===== src/fsip_pkg.sv =====
// Shared types, constants and helper functions of the format printer.
package fsip_pkg;

    // Sizing of the argument path, the digit stack and the command queue.
    localparam int ARG_WIDTH   = 32;
    localparam int MAX_DIGITS  = 10;
    localparam int QUEUE_DEPTH = 2;
    localparam int DIGIT_CNT_W = $clog2(MAX_DIGITS + 1);

    // Reciprocal of ten scaled by 2^(ARG_WIDTH+3), rounded up.
    localparam int DEC_SHIFT = ARG_WIDTH + 3;
    localparam logic [ARG_WIDTH+3:0] DEC_SCALE = {1'b1, {(ARG_WIDTH + 3){1'b0}}};
    localparam logic [ARG_WIDTH+3:0] DEC_RECIP_WIDE = DEC_SCALE / 10 + 1;
    localparam logic [ARG_WIDTH-1:0] DEC_RECIP = DEC_RECIP_WIDE[ARG_WIDTH-1:0];

    // Character codes.
    localparam logic [7:0] CH_NUL   = 8'h00;
    localparam logic [7:0] CH_PCT   = 8'h25;
    localparam logic [7:0] CH_D     = 8'h64;
    localparam logic [7:0] CH_X     = 8'h78;
    localparam logic [7:0] CH_C     = 8'h63;
    localparam logic [7:0] CH_MINUS = 8'h2D;
    localparam logic [7:0] CH_SEVEN = 8'h37;
    localparam logic [7:0] CH_ZERO  = 8'h30;

    // Request kinds.
    localparam logic KIND_TEXT = 1'b0;
    localparam logic KIND_ARG  = 1'b1;

    // Parser modes.
    typedef enum logic [2:0] {
        MODE_PLAIN = 3'd0,
        MODE_PCT   = 3'd1,
        MODE_DEC   = 3'd2,
        MODE_HEX   = 3'd3,
        MODE_CHR   = 3'd4
    } mode_t;

    // Commands passed from the parser to the printer.
    typedef enum logic [2:0] {
        OP_ECHO,
        OP_PCT_ECHO,
        OP_ERROR,
        OP_DEC,
        OP_HEX
    } op_t;

    // Printer states.
    typedef enum logic [2:0] {
        B_IDLE,
        B_CONV,
        B_EMIT,
        B_PCT,
        B_ONE
    } back_state_t;

    typedef struct packed {
        logic        kind;
        logic [7:0]  text_char;
        logic [31:0] arg_value;
    } req_t;

    typedef struct packed {
        logic [7:0] out_char;
        logic       last;
        logic       error;
    } res_t;

    typedef struct packed {
        op_t                  op;
        logic [7:0]           ch;
        logic [ARG_WIDTH-1:0] value;
    } cmd_t;

    typedef struct packed {
        logic full;
        logic empty;
    } q_status_t;

    // ASCII character of one decimal or hex digit.
    function automatic logic [7:0] digit_char(input logic [3:0] d);
        logic [7:0] wide;
        wide = {4'h0, d};
        return (d > 4'd9) ? (wide + CH_SEVEN) : (wide + CH_ZERO);
    endfunction

endpackage


===== src/fsip_front.sv =====
// Parser: accepts requests, tracks the format mode and issues print commands.
module fsip_front (
    input  logic                 clk,
    input  logic                 rst_n,
    input  logic                 req_valid,
    output logic                 req_stall,
    input  fsip_pkg::req_t       req,
    input  fsip_pkg::q_status_t  qs,
    output logic                 push,
    output fsip_pkg::cmd_t       cmd
);

    fsip_pkg::mode_t mode_reg;
    fsip_pkg::mode_t mode_next;
    fsip_pkg::mode_t cur_mode;
    fsip_pkg::mode_t cls_mode;
    logic            cls_push;
    logic            want_arg;
    logic            is_arg;
    logic            accept;

    // Mode register.
    always_ff @(posedge clk or negedge rst_n)
    begin
        if (!rst_n)
        begin
            mode_reg <= fsip_pkg::MODE_PLAIN;
        end
        else
        begin
            mode_reg <= mode_next;
        end
    end

    // Classify the request against the current mode.
    always_comb
    begin
        if (mode_reg inside {fsip_pkg::MODE_PCT, fsip_pkg::MODE_DEC,
                             fsip_pkg::MODE_HEX, fsip_pkg::MODE_CHR})
        begin
            cur_mode = mode_reg;
        end
        else
        begin
            cur_mode = fsip_pkg::MODE_PLAIN;
        end
        want_arg = cur_mode inside {fsip_pkg::MODE_DEC, fsip_pkg::MODE_HEX,
                                    fsip_pkg::MODE_CHR};
        is_arg   = (req.kind == fsip_pkg::KIND_ARG);

        cls_push  = 1'b0;
        cls_mode  = cur_mode;
        cmd.op    = fsip_pkg::OP_ECHO;
        cmd.ch    = req.text_char;
        cmd.value = fsip_pkg::ARG_WIDTH'(req.arg_value);

        if (is_arg != want_arg)
        begin
            // Wrong kind of request: one error result, mode kept as it was.
            cls_push = 1'b1;
            cmd.op   = fsip_pkg::OP_ERROR;
            cmd.ch   = fsip_pkg::CH_NUL;
            cls_mode = mode_reg;
        end
        else
        begin
            case (cur_mode)
                fsip_pkg::MODE_PCT:
                begin
                    if (req.text_char == fsip_pkg::CH_D)
                    begin
                        cls_mode = fsip_pkg::MODE_DEC;
                    end
                    else if (req.text_char == fsip_pkg::CH_X)
                    begin
                        cls_mode = fsip_pkg::MODE_HEX;
                    end
                    else if (req.text_char == fsip_pkg::CH_C)
                    begin
                        cls_mode = fsip_pkg::MODE_CHR;
                    end
                    else
                    begin
                        cls_push = 1'b1;
                        cls_mode = fsip_pkg::MODE_PLAIN;
                        if (req.text_char == fsip_pkg::CH_NUL)
                        begin
                            // A percent sign left open at the end prints alone.
                            cmd.ch = fsip_pkg::CH_PCT;
                        end
                        else
                        begin
                            cmd.op = fsip_pkg::OP_PCT_ECHO;
                        end
                    end
                end
                fsip_pkg::MODE_DEC:
                begin
                    cls_push = 1'b1;
                    cmd.op   = fsip_pkg::OP_DEC;
                    cls_mode = fsip_pkg::MODE_PLAIN;
                end
                fsip_pkg::MODE_HEX:
                begin
                    cls_push = 1'b1;
                    cmd.op   = fsip_pkg::OP_HEX;
                    cls_mode = fsip_pkg::MODE_PLAIN;
                end
                fsip_pkg::MODE_CHR:
                begin
                    cls_push = 1'b1;
                    cmd.ch   = req.arg_value[7:0];
                    cls_mode = fsip_pkg::MODE_PLAIN;
                end
                default:
                begin
                    if (req.text_char == fsip_pkg::CH_PCT)
                    begin
                        cls_mode = fsip_pkg::MODE_PCT;
                    end
                    else
                    begin
                        cls_mode = fsip_pkg::MODE_PLAIN;
                        cls_push = (req.text_char != fsip_pkg::CH_NUL);
                    end
                end
            endcase
        end

        // Take the request only when the queue has room.
        req_stall = qs.full;
        accept    = req_valid && !qs.full;
        push      = accept && cls_push;
        mode_next = accept ? cls_mode : mode_reg;
    end

endmodule


===== config.mk =====
export PLATFORM = sky130hd
export DESIGN_NAME = fsip_front
export DESIGN_NICKNAME = d
export VERILOG_FILES = /design/src/fsip_pkg.sv /design/src/fsip_front.sv
export SDC_FILE = /design/constraint.sdc
export NUM_CORES = 1
export LEC_CHECK = 0
export BUFFER_PORTS_ARGS = -buffer_cell sky130_fd_sc_hd__buf_2
export CORE_MARGIN = 2
export CORE_UTILIZATION = 36
export DETAILED_ROUTE_END_ITERATION = 8
export PLACE_DENSITY = 0.87
export SYNTH_ARGS = -nofsm -noshare
export SYNTH_HDL_FRONTEND = slang
export SYNTH_SLANG_ARGS = --single-unit

===== constraint.sdc =====
create_clock -name clk -period 3.2 [get_ports clk]
set_input_delay 0.96 -clock clk [delete_from_list [all_inputs] [get_ports clk]]
set_output_delay 0.96 -clock clk [all_outputs]
set_load 0.05 [all_outputs]

After elaboration in Yosys (flattened, before gate mapping)
Cells that the tools add are included.
Widths: inputs -> output; s select.
{"block": "totals", "regBits": 3, "wordCells": 44, "output_inout_bits": 45}
{"block": "op_classes", "reduce_logical": 9, "eq_ne": 13, "n_mux": 20, "bitwise": 1}
{"op": "$mux 9", "n": 3}
{"op": "$eq 8x7->1 const B", "n": 3}
{"op": "$pmux 8 s2", "n": 1}
{"op": "$eq 3x2->1 const B", "n": 4}
{"op": "$mux 3", "n": 4}
{"op": "$mux 11", "n": 1}
{"op": "$pmux 3 s3", "n": 1}
{"op": "$eq 8x6->1 const B", "n": 1}
{"op": "$logic_not 8->1", "n": 1}
{"op": "$mux 8", "n": 1}
{"op": "$reduce_bool 8->1", "n": 1}
{"op": "$mux 1", "n": 7}
{"op": "$eq 3x1->1 const B", "n": 2}
{"op": "$eq 3x3->1 const B", "n": 2}
{"op": "$pmux 3 s2", "n": 1}
{"op": "$reduce_bool 4->1", "n": 1}
{"op": "$reduce_bool 3->1", "n": 1}
{"op": "$reduce_or 3->1", "n": 1}
{"op": "$logic_and 1x1->1", "n": 2}
{"op": "$pmux 1 s2", "n": 1}
{"op": "$reduce_and 2->1", "n": 1}
{"op": "$logic_not 1->1", "n": 1}
{"op": "$ne 1x1->1", "n": 1}
{"op": "$not 1->1", "n": 1}

Depth between registers and ports, before layout
{"block": "logic_depth", "depth_word": 8, "mapped_depth": 6, "ltp_nobuf": 5}

Worst setup path after synthesis
No wires, ideal clock.
{"block": "synth_timing", "path_kind": "input to output", "startpoint": "input req[33] (netlist bit)", "endpoint": "output cmd[32] (netlist bit)", "path_stages": 4, "arrival_time_ns": 2.790, "n_path_buf": 0, "setup_slack_ns": -0.550, "path_cell_list": "or3_4 -> nor4_4 -> a211oi_1 -> a2111oi_2"}
{"element": "from (decl)", "line_no": "fsip_front.sv:7", "source": "input fsip_pkg::req_t req,"}
{"element": "to (decl)", "line_no": "fsip_front.sv:10", "source": "output fsip_pkg::cmd_t cmd"}

Worst setup path in the final report
{"block": "layout_timing", "startpoint": "input req[33] (netlist bit)", "endpoint": "output push"}
{"block": "layout_between", "elab_chain_len": 7}
{"element": "$eq 8x7->1", "line_no": "fsip_front.sv:78", "source": "else if (req.text_char == fsip_pkg::CH_C)"}
{"element": "$mux 1", "line_no": "fsip_front.sv:78"}
{"element": "$mux 1", "line_no": "fsip_front.sv:74", "source": "else if (req.text_char == fsip_pkg::CH_X)"}
{"element": "$mux 1", "line_no": "fsip_front.sv:70", "source": "if (req.text_char == fsip_pkg::CH_D)"}
{"element": "$pmux 1 s2 *", "line_no": "fsip_front.sv:67", "source": "case (cur_mode)"}
{"element": "$mux 1 *", "line_no": "fsip_front.sv:57", "source": "if (is_arg != want_arg)"}
{"element": "$logic_and 1x1->1 *", "line_no": "fsip_front.sv:133", "source": "push = accept && cls_push;"}
{"element": "to (decl)", "line_no": "fsip_front.sv:9", "source": "output logic push,"}
Every way passes the cells marked *; elsewhere a longest branch is shown, timed or not.

==> metrics <==
status=complete, but fails checks; failing checks=negative setup slack; Worst setup SP type=input port; # DRC=0; Arr. time, crit path=2490 ps; P_leak=0.5661 nW; P per Cell Area=between 150 and 200 nW/um^2; Switching Power=0.1047 mW; Area contributors post-synth=buf_4 27%, dfrtp_1 8.1%, nand2_1 7.7%, a21oi_1 4.8%, a2111oi_2 3.2%; row cnt=18; # hold bufs at CTS=0; Worst EP required=2240 ps; Synth Register Bits=3; DP Wirelength=about 2.1 mm; die height=54.89 um; fmax=290.0 MHz; global-route wire length before repair=4.071 mm; max-slew violation count=0; Syn-to-layout area delta=30.34%; Slew @ Worst Pin=370.1 ps; final worst path period share=107.8%; Largest register FFs=3; Setup Skew=1.753 ps; ys flop type=dfrtp_1; crit path kind=in2out; Worst R2R Path Depth=5; grt total ovfl=0; H-tree levels=1; multi-input gate area in the final layout=659.4 um^2; asr flop ratio synth=100.0%; TritonCTS clock tree=done; ant diodes=0; Maximum Capacitance Violations=0; initial antenna violation count=0; CTS Root Cell=clkbuf_4; TNS Setup=-821.6 ps; synth warn=0; worst r2r src=mode_reg[2]; starting density of the core=37.97%; RR Endpoint=mode_reg[2]; RSZ-0062 raised after global routing=yes; Critical Path End Type=output port; sw frac=44.55%; Iter 0 DRT Violations=8; R2R Setup Slk=1410 ps; Final ANT Viol Nets=0; Mapped Area=932.1 um^2; max_slew headroom=75.00%; CORE AREA=2455 um^2; io pins=91; syn avg cell area=roughly 7.5 um^2; most numerous cell in the Yosys netlist=buf_4; Total GRT Usage=between 10% and 20%; PortBufs=41; via density per instance=5.220; post-route setup slack=-248.4 ps; sequential element share of the synthesized area=under 10%; count of final setup violators=4; Power Internal=0.1304 mW; WL/cell=14.20 um; register area=75.07 um^2; Filler cells=236; hold crit path type=in2async; final core occ=49.49%; final hold viol count=0; DR pass1 iterations=4; Min Clock Period, post-route=3448 ps; Worst-path clk slew=approximately 40 ps; IR drop worst, VDD=0.1236 mV; Comb power frac=54.5%; Final GP Congestion=0.8289; CTS Buffer Depth=2; Distinct cells, synth=44; worst skew pair latency=between 200 and 250 ps; clock network fraction of design power=between 20% and 30%; synth cell count leaders=34 x buf_4, 19 x nand2_1, 9 x a21oi_1, 7 x nor2_1; cts bufs inserted=3; Hold WS=between 500 and 600 ps; share of the synthesized area in the top cell type=a little over a quarter; largest net degree at the start of global routing=13; Syn Inst Count=124; Nets=199; share of power burned in registers=around 16%; Synthesized Nets=170; Die X-Extent=approximately 55 um; via count=950; EDFF count, synth=0; clk sinks=3; Routed WL=2.584 mm; share of cells above drive strength 1=59.21%; vias in the first global route=about 1000; Die Area=3012 um^2; leading area contributor after synthesis=buf_4; critical path fanouts, max=4
worst max-delay path: stages:
cell	delay, ps
buf_6	90
or3_4	410
nor3_4	310
a31oi_4	130
a2111oi_4	330
a21oi_4	90
buf_6	160
layout make-up:
cell class | instances | area share (%)
sequential | 3 | 6.179
timing repair buffer | 62 | 33.68
tap | 30 | 3.090
inverter | 2 | 0.6179
clock buffer | 4 | 2.163
multi-input combinational | 81 | 54.27
logic make-up after synthesis:
kind of cell	Yosys count	synth area share, %
simple gates	52	36.38
buf+inv	40	31.54
compound gates	25	19.73
mux	3	3.356
flops	3	8.053
xor+xnor	1	0.9398
placed cells by master, fill, tap and decap left out, types with 3 or more instances in the layout:
master and instances:
and3_1 3, dfrtp_1 3, nor2_1 5, clkbuf_4 4, buf_4 21, buf_2 33, buf_6 7, o22ai_1 3
a21oi_1 7, nand2_1 18
stage by stage:
step / area [um^2] / setup WS [ps] / total power [mW] / instances
after floorplan: 974.7 / -254.0 / 0.2004 / 124
after global placement: 1081 / -297.0 / 0.1550 / 177
after detailed placement: 1081 / -329.2 / 0.1568 / 177
after CTS: 1186 / -222.6 / 0.2337 / 182
after global routing: 1215 / -302.1 / 0.2496 / 182
final: 1215 / -248.4 / 0.2351 / 182
power by group through the flow:
stage	sequential, mW	combinational (mW)	clock [mW]
global placement	0.0387	0.116	0
CTS	0.0382	0.125	0.0703
floorplan	0.0386	0.162	0
detailed placement	0.0387	0.118	0
global route	0.0381	0.135	0.0763
finish	0.0382	0.128	0.0689
what timing repair did:
item / CTS / global route
endpoints found under the setup margin: 5 / 9
gates resized for setup: 17 / 6
cloned: 0 / 0
setup buffers: 1 / 0
pin swaps: 4 / 6
worst max-delay path by stage:
stage,startpoint,end,slack (ps),cells past startpoint
after floorplan,req[40],cmd[33],-250,4
after global placement,req[33],push,-300,7
after detailed placement,req[33],push,-330,7
after CTS,req[33],push,-220,7
after global routing,req[33],push,-300,7
final,req[33],push,-250,7
routing by layer:
metal	wire length, um	track usage, %	up-vias
met4	128	16.25	0
li1	-	-	459
met2	1362	34.52	49
met3	197	3.825	17
met1	896	18.23	425
met5	0	0	-
(Power assumes the default switching activity.)
