`src/fsip_pkg.sv`:
```
// Shared types, constants and helper functions of the format printer.
package fsip_pkg;

    // Sizing of the argument path, the digit stack and the command queue.
    localparam int ARG_WIDTH   = 32;
    localparam int MAX_DIGITS  = 10;
    localparam int QUEUE_DEPTH = 2;
    localparam int DIGIT_CNT_W = $clog2(MAX_DIGITS + 1);

    // Reciprocal of ten scaled by 2^(ARG_WIDTH+3), rounded up.
    localparam int DEC_SHIFT = ARG_WIDTH + 3;
    localparam logic [ARG_WIDTH+3:0] DEC_SCALE = {1'b1, {(ARG_WIDTH + 3){1'b0}}};
    localparam logic [ARG_WIDTH+3:0] DEC_RECIP_WIDE = DEC_SCALE / 10 + 1;
    localparam logic [ARG_WIDTH-1:0] DEC_RECIP = DEC_RECIP_WIDE[ARG_WIDTH-1:0];

    // Character codes.
    localparam logic [7:0] CH_NUL   = 8'h00;
    localparam logic [7:0] CH_PCT   = 8'h25;
    localparam logic [7:0] CH_D     = 8'h64;
    localparam logic [7:0] CH_X     = 8'h78;
    localparam logic [7:0] CH_C     = 8'h63;
    localparam logic [7:0] CH_MINUS = 8'h2D;
    localparam logic [7:0] CH_SEVEN = 8'h37;
    localparam logic [7:0] CH_ZERO  = 8'h30;

    // Request kinds.
    localparam logic KIND_TEXT = 1'b0;
    localparam logic KIND_ARG  = 1'b1;

    // Parser modes.
    typedef enum logic [2:0] {
        MODE_PLAIN = 3'd0,
        MODE_PCT   = 3'd1,
        MODE_DEC   = 3'd2,
        MODE_HEX   = 3'd3,
        MODE_CHR   = 3'd4
    } mode_t;

    // Commands passed from the parser to the printer.
    typedef enum logic [2:0] {
        OP_ECHO,
        OP_PCT_ECHO,
        OP_ERROR,
        OP_DEC,
        OP_HEX
    } op_t;

    // Printer states.
    typedef enum logic [2:0] {
        B_IDLE,
        B_CONV,
        B_EMIT,
        B_PCT,
        B_ONE
    } back_state_t;

    typedef struct packed {
        logic        kind;
        logic [7:0]  text_char;
        logic [31:0] arg_value;
    } req_t;

    typedef struct packed {
        logic [7:0] out_char;
        logic       last;
        logic       error;
    } res_t;

    typedef struct packed {
        op_t                  op;
        logic [7:0]           ch;
        logic [ARG_WIDTH-1:0] value;
    } cmd_t;

    typedef struct packed {
        logic full;
        logic empty;
    } q_status_t;

    // ASCII character of one decimal or hex digit.
    function automatic logic [7:0] digit_char(input logic [3:0] d);
        logic [7:0] wide;
        wide = {4'h0, d};
        return (d > 4'd9) ? (wide + CH_SEVEN) : (wide + CH_ZERO);
    endfunction

endpackage

```
`src/fsip_queue.sv`:
```
// Short command queue between the parser and the printer.
module fsip_queue (
    input  logic                 clk,
    input  logic                 rst_n,
    input  logic                 push,
    input  fsip_pkg::cmd_t       wr,
    input  logic                 pop,
    output fsip_pkg::cmd_t       rd,
    output fsip_pkg::q_status_t  qs
);

    localparam int PTR_W = $clog2(fsip_pkg::QUEUE_DEPTH);
    localparam int CNT_W = $clog2(fsip_pkg::QUEUE_DEPTH + 1);

    fsip_pkg::cmd_t   entries_reg [fsip_pkg::QUEUE_DEPTH];
    logic [PTR_W-1:0] wr_ptr_reg;
    logic [PTR_W-1:0] wr_ptr_next;
    logic [PTR_W-1:0] rd_ptr_reg;
    logic [PTR_W-1:0] rd_ptr_next;
    logic [CNT_W-1:0] count_reg;
    logic [CNT_W-1:0] count_next;
    logic             do_push;
    logic             do_pop;

    // Pointer and fill count update.
    always_comb
    begin
        qs.full  = (count_reg == CNT_W'(fsip_pkg::QUEUE_DEPTH));
        qs.empty = (count_reg == '0);
        do_push  = push && !qs.full;
        do_pop   = pop && !qs.empty;
        rd       = entries_reg[rd_ptr_reg];

        wr_ptr_next = wr_ptr_reg;
        rd_ptr_next = rd_ptr_reg;
        count_next  = count_reg;
        if (do_push)
        begin
            wr_ptr_next = (wr_ptr_reg == PTR_W'(fsip_pkg::QUEUE_DEPTH - 1)) ?
                          '0 : wr_ptr_reg + PTR_W'(1);
        end
        if (do_pop)
        begin
            rd_ptr_next = (rd_ptr_reg == PTR_W'(fsip_pkg::QUEUE_DEPTH - 1)) ?
                          '0 : rd_ptr_reg + PTR_W'(1);
        end
        if (do_push && !do_pop)
        begin
            count_next = count_reg + CNT_W'(1);
        end
        else if (do_pop && !do_push)
        begin
            count_next = count_reg - CNT_W'(1);
        end
    end

    // Control registers.
    always_ff @(posedge clk or negedge rst_n)
    begin
        if (!rst_n)
        begin
            wr_ptr_reg <= '0;
            rd_ptr_reg <= '0;
            count_reg  <= '0;
        end
        else
        begin
            wr_ptr_reg <= wr_ptr_next;
            rd_ptr_reg <= rd_ptr_next;
            count_reg  <= count_next;
        end
    end

    // Entry storage.
    always_ff @(posedge clk)
    begin
        if (do_push)
        begin
            entries_reg[wr_ptr_reg] <= wr;
        end
    end

endmodule

```
`config.mk`:
```
export PLATFORM = sky130hd
export DESIGN_NAME = fsip_queue
export DESIGN_NICKNAME = d
export VERILOG_FILES = /design/src/fsip_pkg.sv /design/src/fsip_queue.sv
export SDC_FILE = /design/constraint.sdc
export NUM_CORES = 1
export LEC_CHECK = 0
export BUFFER_PORTS_ARGS = -buffer_cell sky130_fd_sc_hd__buf_2
export CORE_MARGIN = 1
export CORE_UTILIZATION = 52
export DETAILED_ROUTE_END_ITERATION = 8
export MAX_ROUTING_LAYER = met4
export PLACE_DENSITY = 0.77
export SLEW_MARGIN = 5
export SYNTH_ARGS = -nofsm -noshare
export SYNTH_HDL_FRONTEND = slang
export SYNTH_SLANG_ARGS = --single-unit
```
`constraint.sdc`:
```
create_clock -name clk -period 4.19 [get_ports clk]
set_input_delay 0.838 -clock clk [delete_from_list [all_inputs] [get_ports clk]]
set_output_delay 0.838 -clock clk [all_outputs]
set_load 0.05 [all_outputs]
```
Yosys cells after proc, flatten, opt, wreduce, memory -nomap -nowiden
Memory sizes are Yosys's and may differ from the RTL's.
Cells that the tools add are included.
W data, S select, Z words.
{ "totals": {"regBits": 4, "ram_bits": 86, "elab_cells": 25, "memories": 1} }
{ "memory_table": {"columns": ["name", "words", "width", "read_ports", "rd_ports_with_merged_regs", "wr", "line_no", "source"], "rows": [
  ["entries_reg", 2, 43, 1, 0, 1, "fsip_queue.sv:15", "fsip_pkg::cmd_t entries_reg [fsip_pkg::QUEUE_DEPTH];"]
]} }
{ "op_classes": {"add_sub_neg": 4, "n_eq_ne": 1, "mux": 6, "reduce_logical": 10} }
{ "ops": {"columns": ["cell", "count"], "rows": [
  ["$logic_and A1 B1 Y1", 4],
  ["$logic_not A1 Y1", 4],
  ["$mux W1", 4],
  ["$mux W2", 2],
  ["$add A1 B1 Y1 const B", 2],
  ["$add A2 B1 Y2 const B", 1],
  ["$eq A2 B2 Y1 const B", 1],
  ["$logic_not A2 Y1", 1],
  ["$reduce_bool A2 Y1", 1],
  ["$sub A2 B1 Y2 const B", 1]
]} }

Logic depth before layout (Yosys ltp)
Gate-level depths: netlist of the first run.
{ "depth": {"word_depth": 7, "depth_mapped": 7, "depth_no_buf": 7} }

Worst setup path after synthesis of the first run
No wires, ideal clock.
{ "synth_path": {"kind": "input -> register", "startpoint": "input port push", "endpoint": "memory entries_reg[0][0] (netlist bit), enable pin", "arrival_ns": 2.736, "required_time_ns": 3.747, "slack_ns": 1.011, "cell_stages": 2, "path_cell_list": "nand2_1 > nor2_1"} }
{ "synth_via": {"elab_chain_len": 3} }
{ "synth_lines": {"columns": ["element", "line_no", "source"], "rows": [
  ["start, declared", "fsip_queue.sv:5", "input logic push,"],
  ["$logic_and A1 B1 Y1", "fsip_queue.sv:30", "do_push = push && !qs.full;"],
  ["$mux W1", "fsip_queue.sv:77", "if (do_push)"],
  ["$mux W1 (implied by the code)", "fsip_queue.sv:79", "entries_reg[wr_ptr_reg] <= wr;"],
  ["end, declared", "fsip_queue.sv:15", null]
]} }
Every way passes these cells.

==> results of run 1 <==
cells by family after synthesis:
logic type	share of synthesized area, %
simple gates	0.786
buf+inv	2.82
fa+ha+maj	0.357
xor+xnor	1.25
compound gates	0.143
flops	76.6
mux	18.0
cells in the mapped netlist (all sizes together):
master | instances | share of area (%)
xor2 | 2 | 0.50
inv | 2 | 0.21
xnor2 | 3 | 0.75
nor2 | 3 | 0.32
nand2 | 1 | 0.11
mux2 | 43 | 18
dfrtp | 4 | 2.9
ha | 1 | 0.36
buf | 5 | 2.6
edfxtp | 86 | 74
and3 | 1 | 0.18
o21ai | 1 | 0.14
nand2b | 1 | 0.18
cells in the final DEF, fill, tap and decap left out, types with 2 or more instances in the layout:
master,synthesis,final
edfxtp_1,86,86
mux2_4,39,39
clkinv_1,0,2
inv_1,2,2
buf_4,0,3
nor2_1,3,2
xor2_1,2,2
mux2_2,4,4
clkinv_2,0,3
xnor2_1,3,3
clkbuf_8,0,9
buf_2,0,91
dfrtp_1,4,3
power breakdown:
group,internal (W),switching (W),total [W]
logic,0.000496,0.00106,0.00155
clock network,0.000268,0.000277,0.000546
registers,0.00123,0.0000864,0.00132
total,0.00200,0.00142,0.00342
stage by stage:
stage               setup WS, ns  hold slack [ns]  std cells  utilization [%]  cell area [µm²]
global route                1.41            0.273        335             65.0             4180
CTS                         1.47            0.275        335             65.0             4180
global placement            1.88            0.507        319             62.2             3990
finish                      1.49            0.291        335             65.0             4180
detailed placement          1.80            0.532        319             62.2             3990
floorplan                   1.01            0.461        153                -             3500
layout make-up:
cell class / count / area (µm²) / share of cell area, %
inverters: 2 / 7.51 / 0.180
multi-input cells: 56 / 728 / 17.4
clock buffers: 9 / 124 / 2.96
flip-flops and latches: 90 / 2680 / 64.2
repair buffers: 94 / 478 / 11.4
clock inverters: 7 / 60.1 / 1.44
well taps: 77 / 96.3 / 2.31
worst max-delay path by stage:
| stage | endpoint | startpoint | slack (ns) | depth (start not counted) |
|---|---|---|---|---|
| after floorplan | entries_reg[0][0] | push | 1.01 | 2 |
| after global placement | rd[18] | rd_ptr_reg | 1.88 | 3 |
| after detailed placement | entries_reg[0][31] | push | 1.80 | 4 |
| after CTS | rd[18] | rd_ptr_reg | 1.47 | 3 |
| after global routing | rd[30] | rd_ptr_reg | 1.41 | 3 |
| final | rd[19] | rd_ptr_reg | 1.49 | 3 |
layer usage:
| metal | GRT usage [%] | up-vias | wire length, µm |
|---|---|---|---|
| met1 | 19.8 | 803 | 2260 |
| met3 | 4.06 | 5 | 254 |
| met2 | 25.9 | 56 | 2660 |
| li1 | - | 792 | - |
| met4 | 7.05 | 0 | 59 |
| met5 | - | - | 0 |
==> flow_metrics.tcl, run 1 <==
set metrics [dict create \
    synthCells 153 \
    gp_congestion 0.683 \
    cts_root_buffer "clkbuf_8" \
    num_vias 1656 \
    hold_buffers 0 \
    clk_path_buf_depth 2 \
    grt_remaining_overflow 0 \
    cts_tree "done" \
    coreArea_um2 6420 \
    setup_viol 0 \
    first_pass_iters 6 \
    period_needed_ns 2.70 \
    hold_viol_final 0 \
    start_util_pct 54.5 \
    path_class "flop to output port" \
    violations "DRC" \
    ff2ff_setup_slack_ns 2.13 \
    routed_wl_mm 5.24 \
    wl_per_cell_um 15.6 \
    dieArea_um2 7060 \
    ys_types 15 \
    yosysWarnings 0 \
    clk_pin_slew_worst_paths_ns 0.08 \
    slew_headroom_pct 32.6 \
    die_height_um 84.1 \
    fill_cells 439 \
    worstSetupEndpointType "output port" \
    synth_seq_area_share_pct 76.6 \
    powerDensity_nw_per_um2 819 \
    critPathBufInv 2 \
    cpPeakStageDelay_ns 0.55 \
    cp_cell_sequence "buf_4 > mux2_4 > buf_2" \
    cts.repair.resized 0 \
    rr_worst_depth 4 \
    largest_reg_flops 86 \
    netlist_area_um2 3500 \
    drive_gt1_share_pct 59.7 \
    cap_violations 0 \
    synth_nets 201 \
    dp_hpwl_mm 3.51 \
    crit_fanout 18 \
    status "complete, but fails checks" \
    cts_buffers 9 \
    htree_levels 3 \
    ant_nets 0 \
    r2r_end "entries_reg[0][30]" \
    routed_via_density 4.94 \
    synth_seq_cells 90 \
    port_buffers 91 \
    drv_slew 0 \
    gr-usage-all-layers_pct 16.2 \
    die_w_um 84.1 \
    cellLeakagePower_nw 1.71 \
    p_total_w 0.00342 \
    drc 10 \
    worstMarginPinSlew_ns 1.01 \
    rsz0062_at_grt "false" \
    rr_startpoint "count_reg[0]" \
    hp-class "primary input to async pin" \
    avgSynthCellArea_um2 22.9 \
    worst_setup_path_start_kind "flop" \
    grt_pass1_wl_mm 8.14 \
    clock_latency_ns 0.34 \
    cp_data_required_time_ns 3.35 \
    io_pins 92 \
    totalNegativeSetupSlack_ns 0 \
    fin_skew_ns 0.00624 \
    peakVddDrop_v 0.000617 \
    cts_setup_buffers 0 \
    grt_pass1_vias 1688 \
    slowest_stage "dfrtp_2" \
    clock_sinks 90 \
    grt_max_degree 44 \
    cp_top_family "buffers and inverters" \
    grt_antenna_before_repair 0 \
    fin_nets 301 \
    synthToLayoutAreaGrowth_pct 19.3 \
    arrival_ns 1.86 \
    fin_crit_sh_pct 64.4 \
    drtIter0Drc 103 \
    diodes 0 \
    rows 29 \
    max_freq_mhz 371 \
]
Power figures use the tool's default switching activity.
==> run 2, diff against run 1 <==
==> constraint.sdc (replaced) <==
create_clock -name clk -period 2.5 [get_ports clk]
set_input_delay 0.5 -clock clk [delete_from_list [all_inputs] [get_ports clk]]
set_output_delay 0.5 -clock clk [all_outputs]
set_load 0.05 [all_outputs]
==> run 2 against run 1 <==
  * The run still ends with DRC left
  * Utilization grew 0.60 points
  * Clock power grew 64%
  * Sequential share of layout area shrank 0.59 points
  * Cell count is the same
  * Clock-buffer cell count grew 2
  * Critical endpoint is now rd[0]
  * First-iteration DRC count shrank 30%
  * Via count shrank 0.60%
  * Wire length grew 1.0%
  * Largest cell class unchanged
  * Die area is the same
==> flow_metrics.tcl, run 2 (synthesis gave the netlist of run 1 again) <==
set metrics [dict create \
    rows 29 \
    path_class "flop to output port" \
    ant_nets 0 \
    max_freq_mhz 440 \
    fin_ws_ns 0.229 \
    slew_headroom_pct 64.2 \
    clock_sinks 90 \
    cts_tree "done" \
    ff2ff_setup_slack_ns 0.77 \
    cts_root_buffer "clkbuf_8" \
    peakVddDrop_v 0.00101 \
    final_cell_mix "buf_2 (91), edfxtp_1 (86), mux2_4 (39), clkbuf_8 (9), mux2_2 (4)" \
    clk_pin_slew_worst_paths_ns 0.08 \
    cap_violations 0 \
    mostFrequentLayoutCell "buf_2" \
    cts_buffers 9 \
    fin_crit_sh_pct 90.8 \
    endpoint "rd[0]" \
    totalNegativeSetupSlack_ns 0 \
    worst_setup_path_start_kind "flop" \
    clk_path_buf_depth 2 \
    cellLeakagePower_nw 1.72 \
    period_needed_ns 2.27 \
    synthToLayoutAreaGrowth_pct 20.4 \
    wl_per_cell_um 15.8 \
    crit_fanout 35 \
    critPathLaunch "rd_ptr_reg" \
    first_pass_iters 6 \
    cp_data_required_time_ns 2.00 \
    hold_viol_final 0 \
    drtIter0Drc 72 \
    dp_worst_setup_slack_ns 0.595 \
    gr-usage-all-layers_pct 16.6 \
    cts.repair.resized 0 \
    routed_via_density 4.91 \
    arrival_ns 1.77 \
    die_height_um 84.1 \
    powerDensity_nw_per_um2 1370 \
    diodes 0 \
    rr_startpoint "count_reg[0]" \
    io_pins 92 \
    drive_gt1_share_pct 58.9 \
    finish.utilization_pct 65.7 \
    clock_latency_ns 0.34 \
    dp_hpwl_mm 3.56 \
    port_buffers 91 \
    num_vias 1646 \
    violations "DRC" \
    coreArea_um2 6420 \
    grt_max_degree 36 \
    grt_pass1_vias 1709 \
    rr_worst_depth 3 \
    fin_nets 302 \
    worstSetupEndpointType "output port" \
    grt_remaining_overflow 0 \
    rsz0062_at_grt "false" \
    r2r_end "entries_reg[1][0]" \
    htree_levels 3 \
    drv_slew 0 \
    largest_reg_flops 86 \
    status "complete, but fails checks" \
    grt_antenna_before_repair 0 \
    gp_congestion 0.684 \
    setup_viol 0 \
    drc 13 \
    dieArea_um2 7060 \
    worstMarginPinSlew_ns 0.537 \
    fin_skew_ns 0.00955 \
    start_util_pct 54.5 \
    grt_pass1_wl_mm 8.22 \
    die_w_um 84.1 \
    hp-class "primary input to flop" \
    holdWs_ns 0.343 \
    routed_wl_mm 5.29 \
]
## run 2: changes by cell type in the layout (fill, tap and decap cells not counted)
cell / previous run / this run
clkbuf_1: 0 / 2
clkinv_1: 2 / 1
buf_12: 0 / 3
clkinv_2: 3 / 2
buf_4: 3 / 0
dlygate4sd3_1: 0 / 1
clkinvlp_4: 1 / 0
## run 2: final cells by class
| cell class | count | area [µm²] |
|---|---|---|
| inverter | 2 | 7.51 |
| multi-input combinational | 56 | 728 |
| clock inverter | 4 | 43.8 |
| sequential | 90 | 2680 |
| tap | 77 | 96.3 |
| timing repair buffer | 95 | 526 |
| fill | 443 | 2210 |
| clock buffer | 11 | 131 |
## run 2: per-layer routing
layer | track usage [%] | vias up | wire, µm | share of wire (%)
met4 | 6.11 | 0 | 46 | 0.87
met1 | 19.5 | 780 | 2300 | 43
met3 | 6.53 | 6 | 383 | 7.2
met2 | 26.2 | 66 | 2570 | 48
li1 | - | 794 | - | -
met5 | - | - | 0 | 0
## run 2: what timing repair did
item                                   4_1_cts  5_1_grt
buffers inserted                             0        0
hold buffers                                 1        0
endpoints found under the hold margin        4        0
## run 2: power breakdown
| part | total [W] | internal (W) | switching [W] |
|---|---|---|---|
| registers | 0.00221 | 0.00206 | 0.000143 |
| clock network | 0.000897 | 0.000451 | 0.000446 |
| logic | 0.00266 | 0.000878 | 0.00178 |
## run 2: how the worst min path moves through the flow
stage                       from  cells past startpoint                  to  slack [ns]
after global placement     rst_n                      1        count_reg[1]        0.32
final                     wr[22]                      1  entries_reg[1][22]        0.34
after floorplan            rst_n                      0        count_reg[0]        0.20
after CTS                 wr[33]                      1  entries_reg[1][33]        0.32
after global routing      wr[22]                      1  entries_reg[0][22]        0.31
after detailed placement   rst_n                      1          wr_ptr_reg        0.32
## run 2: metrics by stage
step | instances | power [W] | cell area (µm²)
after floorplan | 153 | 0.00452 | 3500
after global placement | 319 | 0.00488 | 4030
after detailed placement | 319 | 0.00492 | 4030
after CTS | 335 | 0.00583 | 4220
after global routing | 335 | 0.00600 | 4220
final | 335 | 0.00576 | 4220
## run 2: critical path, cell delays in order (launching register included)
cell and delay (ns):
dfrtp_2 0.54, buf_12 0.31, mux2_4 0.34, buf_2 0.21
